**src/rtl/alf_pkg.sv**
```systemverilog
package alf_pkg;

  // request codes
  localparam logic [1:0] REQ_CLEAR    = 2'd0;
  localparam logic [1:0] REQ_PARTICLE = 2'd1;
  localparam logic [1:0] REQ_QUERY    = 2'd2;

  // adaptation actions
  localparam logic [1:0] ACT_IDLE     = 2'd0;
  localparam logic [1:0] ACT_REFINE   = 2'd1;
  localparam logic [1:0] ACT_COMPRESS = 2'd2;

  // configuration register indexes
  localparam logic [1:0] CFG_PEAK          = 2'd0;
  localparam logic [1:0] CFG_TOLERANCE     = 2'd1;
  localparam logic [1:0] CFG_LEVEL_COUNT   = 2'd2;
  localparam logic [1:0] CFG_SURFACE_LEVEL = 2'd3;

  // configuration reset values
  localparam logic [31:0] PEAK_RESET          = 32'd327680;
  localparam logic [15:0] TOLERANCE_RESET     = 16'd6554;
  localparam logic [3:0]  LEVEL_COUNT_RESET   = 4'd3;
  localparam logic [3:0]  SURFACE_LEVEL_RESET = 4'd3;

  localparam int CFG_INDEX_BITS = 2;
  localparam int CFG_DATA_BITS  = 32;
  localparam int IDX_EXT_BITS   = 17;

  typedef struct packed {
    logic [1:0]  req_type;
    logic [31:0] prop_value;
    logic [9:0]  node_index;
    logic        near_surface;
    logic        particle_active;
    logic [3:0]  node_level;
  } in_item_t;

  typedef struct packed {
    logic [3:0] particle_level;
    logic [3:0] target_level;
    logic       node_active;
    logic [1:0] adapt_action;
  } out_item_t;

  // controller to datapath
  typedef struct packed {
    logic capture;
    logic lvl_step;
    logic clr_wr;
    logic finish;
  } alf_cmd_t;

  // datapath to controller
  typedef struct packed {
    logic lvl_done;
    logic clr_last;
  } alf_status_t;

endpackage

```
**src/rtl/alf_ctrl.sv**
```systemverilog
module alf_ctrl (
  input  logic                 clk,
  input  logic                 rst,
  input  logic                 in_valid,
  input  logic [1:0]           in_req,
  output logic                 in_stall,
  output logic                 out_valid,
  input  logic                 out_stall,
  input  alf_pkg::alf_status_t status,
  output alf_pkg::alf_cmd_t    cmd
);
  import alf_pkg::*;

  localparam logic [2:0] S_INIT   = 3'd0;
  localparam logic [2:0] S_IDLE   = 3'd1;
  localparam logic [2:0] S_CLEAR  = 3'd2;
  localparam logic [2:0] S_LEVEL  = 3'd3;
  localparam logic [2:0] S_FINISH = 3'd4;

  logic [2:0] state;
  logic [2:0] state_next;
  logic       out_valid_next;
  logic       slot_free;

  assign in_stall  = (state != S_IDLE);
  assign slot_free = !out_valid || !out_stall;

  always_comb begin
    state_next = state;
    cmd        = '0;
    unique case (state)
      S_INIT: begin
        cmd.clr_wr = 1'b1;
        if (status.clr_last) begin
          state_next = S_IDLE;
        end
      end
      S_IDLE: begin
        if (in_valid) begin
          cmd.capture = 1'b1;
          if (in_req == REQ_CLEAR) begin
            state_next = S_CLEAR;
          end else if (in_req == REQ_PARTICLE) begin
            state_next = S_LEVEL;
          end else begin
            state_next = S_FINISH;
          end
        end
      end
      S_CLEAR: begin
        cmd.clr_wr = 1'b1;
        if (status.clr_last) begin
          state_next = S_FINISH;
        end
      end
      S_LEVEL: begin
        if (status.lvl_done) begin
          state_next = S_FINISH;
        end else begin
          cmd.lvl_step = 1'b1;
        end
      end
      S_FINISH: begin
        if (slot_free) begin
          cmd.finish = 1'b1;
          state_next = S_IDLE;
        end
      end
      default: begin
        state_next = S_IDLE;
      end
    endcase
  end

  always_comb begin
    if (cmd.finish) begin
      out_valid_next = 1'b1;
    end else if (out_stall) begin
      out_valid_next = out_valid;
    end else begin
      out_valid_next = 1'b0;
    end
  end

  always_ff @(posedge clk) begin
    if (rst) begin
      state     <= S_INIT;
      out_valid <= 1'b0;
    end else begin
      state     <= state_next;
      out_valid <= out_valid_next;
    end
  end

endmodule

```
**config.mk**
```make
export PLATFORM = sky130hd
export DESIGN_NAME = alf_ctrl
export DESIGN_NICKNAME = d
export VERILOG_FILES = /design/src/rtl/alf_pkg.sv /design/src/rtl/alf_ctrl.sv
export SDC_FILE = /design/constraint.sdc
export NUM_CORES = 1
export LEC_CHECK = 0
export ABC_AREA = 1
export BUFFER_PORTS_ARGS = -buffer_cell sky130_fd_sc_hd__buf_2
export CORE_AREA = 2 2 39 41
export DETAILED_ROUTE_END_ITERATION = 10
export DIE_AREA = 0 0 41 43
export GPL_ROUTABILITY_DRIVEN = 1
export GPL_TIMING_DRIVEN = 0
export MAX_ROUTING_LAYER = met4
export PLACE_DENSITY_LB_ADDON = 0.12
export SLEW_MARGIN = 30
export SYNTH_ARGS = -nofsm -noshare
export SYNTH_HDL_FRONTEND = slang
export SYNTH_SLANG_ARGS = --single-unit
export TNS_END_PERCENT = 1
```
**constraint.sdc**
```tcl
create_clock -name clk -period 1.4 [get_ports clk]
set_input_delay 0.07 -clock clk [delete_from_list [all_inputs] [get_ports clk]]
set_output_delay 0.07 -clock clk [all_outputs]
set_load 0.1 [all_outputs]
```
# Word-level counts from Yosys, hierarchy flattened
# Index checks and enable logic that the tools add are counted.
# word_totals
register_bits,4
wordCells,38
# op_classes
n_eq_ne,12
n_mux,17
n_reduce_logical,7
# ops
op,count
2-to-1 mux 3 bit,7
one-hot mux 3 bit (5 select lines),1
inequality test 2 bit (second input constant),5
2-to-1 mux 1 bit,9
equality test 3 x 2 -> 1 bit (second input constant),2
AND reduction 5 bit,1
equality test 3 x 1 -> 1 bit (second input constant),1
equality test 3 bit (second input constant),1
zero test 3 bit,1
inequality test 3 x 1 -> 1 bit (second input constant),1
equality test 2 x 1 -> 1 bit (second input constant),1
zero test 1 bit,2
zero test 2 bit,1
inequality test 2 x 1 -> 1 bit (second input constant),1
OR reduction 2 bit,1
logical OR 1 bit,1

# Longest topological paths before layout
# depth
word_depth,5
mapped_depth,8
depth_no_buf,8

# Worst setup path after synthesis
# OpenSTA, ideal clock, no wires.
# synth_timing
path_kind,reg2reg
startpoint,reg state[2]
endpoint,reg state[0]
setup_time_ps,114
arrival_ps,2156
required_ps,1286
path_slack_ps,-870
path_stages_with_launch,7
n_path_buf,0
synth_period_minus_slack_ps,2270
cell_sequence,dfxtp_1 > nor2_1 > nand2_1 > nand2_1 > nor2_2 > nor2_1 > nor2_2
# synth_via
elab_chain_cells,3
# synth_rtl
element,line,rtl
from (decl),alf_ctrl.sv:20,logic [2:0] state;
from (signal assigned),alf_ctrl.sv:90,state <= state_next;
"equality test 3 bit, or another cell as far along",alf_ctrl.sv:31,unique case (state)
inequality test 2 bit (no source line),--,
AND reduction 5 bit (no source line),--,
# Several ways; a longest one is shown, not always the timed one.
# A chain may end at the register's enable or synchronous reset.

==> impl_metrics.ini <==
[cts]
cts_buffer_depth = 2
cts_root_buffer = clkbuf_4
cts.sinks = 4
postCtsSetupBuffers = 0
htreeDepth = 1
clock_latency_ns = 0.23
path_clk_slew_ns = 0.04
tritoncts = yes
cts_inserted_buffers = 3

[worst_setup_path]
startpoint_type = flip-flop
worstPathMaxFanout = 5
critPathArrivalTime_ns = 1.25
cp-end-kind = primary output
crit_type = flip-flop to primary output
cp.required_ns = 1.33

[yosys]
synth_edf_count = 0
synthArstFlopShare_pct = 0
synth_compound_area_share_pct = 11.34
synth_warnings = 0
syn_nets = 58
syn_area_per_cell_um2 = 5.956
ys_seq_elements = 4
synth_top_area_cell = dfxtp_1
seq_area_frac_synth_pct = 26.89
syn_area_um2 = 297.8
ys_types = 17
synth-xor-area-share_pct = 0
synth_ff_type = dfxtp_1
synth_fa_ha_area_share_pct = 0
synthCells = 50
synth_area_leaders = dfxtp_1 27%, nand2_1 16%, inv_1 13%
synth_top_family_by_area = simple AND/OR/NAND/NOR gates
synth_most_common_cell = nand2_1
yosysTopAreaCellShare_pct = 26.89
yosys-mux-area-fraction_pct = 0
yosys-top-cells-count = 13 x nand2_1, 10 x inv_1, 7 x nor2_1
synth_simple_gate_area_share_pct = 44.12

[layout]
syn2layout_area_growth_pct = 56.72
post-route-util_pct = 33.73
layout.nets = 76
drive_gt1_share_pct = 43.94
diodes = 0
fin_cells = 82
stdcell_area_um2 = 466.7

[floorplan]
die-area_um2 = 1763
dieWidth_um = 41
die_y_um = 43
coreArea_um2 = 1384
start_util_pct = 21.52
io_pins = 14
rows = 14

[detailed_routing]
drc_errors = 0
ant_nets = 0
avgViaCountPerCell = 3.805
firstDrtPassIters = 2
drt_wl_total_um = 628
wl_per_cell_um = 7.659
vias = 312
first_iter_violations = 1

[grt]
antenna_found_initial = 0
grt_overflow = 0
grtUsageTotal_pct = 9.671
grt_max_degree = 6
grt_pass1_wl_mm = 1.145
grt_pass1_vias = 319

[sta]
max_freq_ghz = 0.7592
rsz0062_at_grt = no
finalSetupViolCount = 0
slew-limit-headroom_pct = 67.98
finalSetupTns_ns = 0
tightest_slew_ns = 0.4837
period_share_pct = 94.09
fin_worst_skew_ns = 0.003894
slew_viol_final = 0
finalCriticalPeriod_ns = 1.317
hold_viol = 0

[worst_hold_path]
hold_class = input pin to flip-flop

[pwr]
peakVddDrop_mv = 0.4559
switching_power_mw = 0.3369
p_leak_nw = 0.2606
p_seq_share_pct = 23.0
p_int_mw = 0.3279
p_per_area_nw_per_um2 = 1424
switching_share_pct = 50.68
share_comb_of_total_power_pct = 56.4
power_frac_clock_pct = 20.6

[place]
numPlacedInstances = 79
placed_area_um2 = 409.1
dp_hpwl_um = 561.1
gp_congestion = 0.6755
portBuffers = 13

[job]
maxCapViolations = 0

[outcome]
outcome = finished, final reports clean
path summary, 6_finish.rpt:
| check | endpoint | slack (ns) | startpoint | cells past startpoint |
|---|---|---|---|---|
| max | cmd[3] | 0.08 | state[0]$_SDFFE_PP0P_ | 5 |
| min | out_valid$_SDFFE_PP0P_ | 0.03 | rst | 2 |
| max reg2reg | state[0]$_SDFFE_PP0P_ | 0.23 | state[0]$_SDFFE_PP0P_ | 7 |
| min reg2reg | out_valid$_SDFFE_PP0P_ | 0.47 | out_valid$_SDFFE_PP0P_ | 2 |
layout by cell type (no fill, tap or decap), types with 2 or more instances in the layout:
| cell | netlist | layout |
|---|---|---|
| nor2_1 | 7 | 5 |
| inv_1 | 10 | 10 |
| buf_4 | 1 | 2 |
| nand2_1 | 13 | 13 |
| nand3_1 | 3 | 3 |
| clkbuf_4 | 0 | 3 |
| buf_2 | 0 | 9 |
| nor2_2 | 2 | 2 |
| dfxtp_2 | 0 | 3 |
| nor2_4 | 1 | 3 |
layer usage:
layer / part of all wire (%) / track usage, % / vias to the layer above
met5: 0 / - / -
met4: 0 / 2.000 / 0
met3: 2.7 / 4.712 / 0
met2: 50 / 14.69 / 4
met1: 48 / 11.25 / 129
li1: - / - / 179
kinds of logic (layout without fill, tap and decap cells):
logic type             Yosys count  count (layout)
AO/OA/AOI/OAI                    5               5
AND/OR/NAND/NOR                 28              28
buffers and inverters           13              29
flip-flops                       4               4
sequential cells by signal, indices dropped and copies added (netlist names):
signal / count
out_valid: 1
state: 3
worst max-delay path, cell delays in order (launching register included):
cell	delay (ns)
dfxtp_2	0.39
inv_2	0.06
nor2_4	0.17
nand2_8	0.08
nor2_4	0.10
buf_6	0.22
repair_timing:
item,4_1_cts,5_1_grt
hold buffers,0,0
endpoints found under the hold margin,0,0
setup endpoints to repair,4,3
gates resized for setup,4,7
stage by stage:
step	hold WS (ns)	setup WS, ns	total power [mW]
global placement	0.2736	0.1116	0.5165
global route	0.02883	0.0002691	0.7190
finish	0.03336	0.08274	0.6648
floorplan	0.1317	-0.003189	0.4641
CTS	0.03402	0.001926	0.6692
detailed placement	0.2771	0.1198	0.5160
power by group through the flow:
stage,sequential [mW],clock (mW),combinational (mW)
6_report,0.153,0.137,0.375
5_1_grt,0.155,0.159,0.405
4_1_cts,0.153,0.145,0.371
3_5_place_dp,0.155,0,0.361
3_3_place_gp,0.157,0,0.360
2_1_floorplan,0.160,0,0.304
area by class of cell:
class                   instances  area, µm²
plain buffers                   1      7.507
clock buffers                   3      22.52
fillers                       171      917.1
inverters                      12      45.04
multi-input cells              33      188.9
flip-flops and latches          4      83.83
well taps                      16      20.02
repair buffers                 13      98.84
Note: power is estimated with default switching activity, not from simulation.
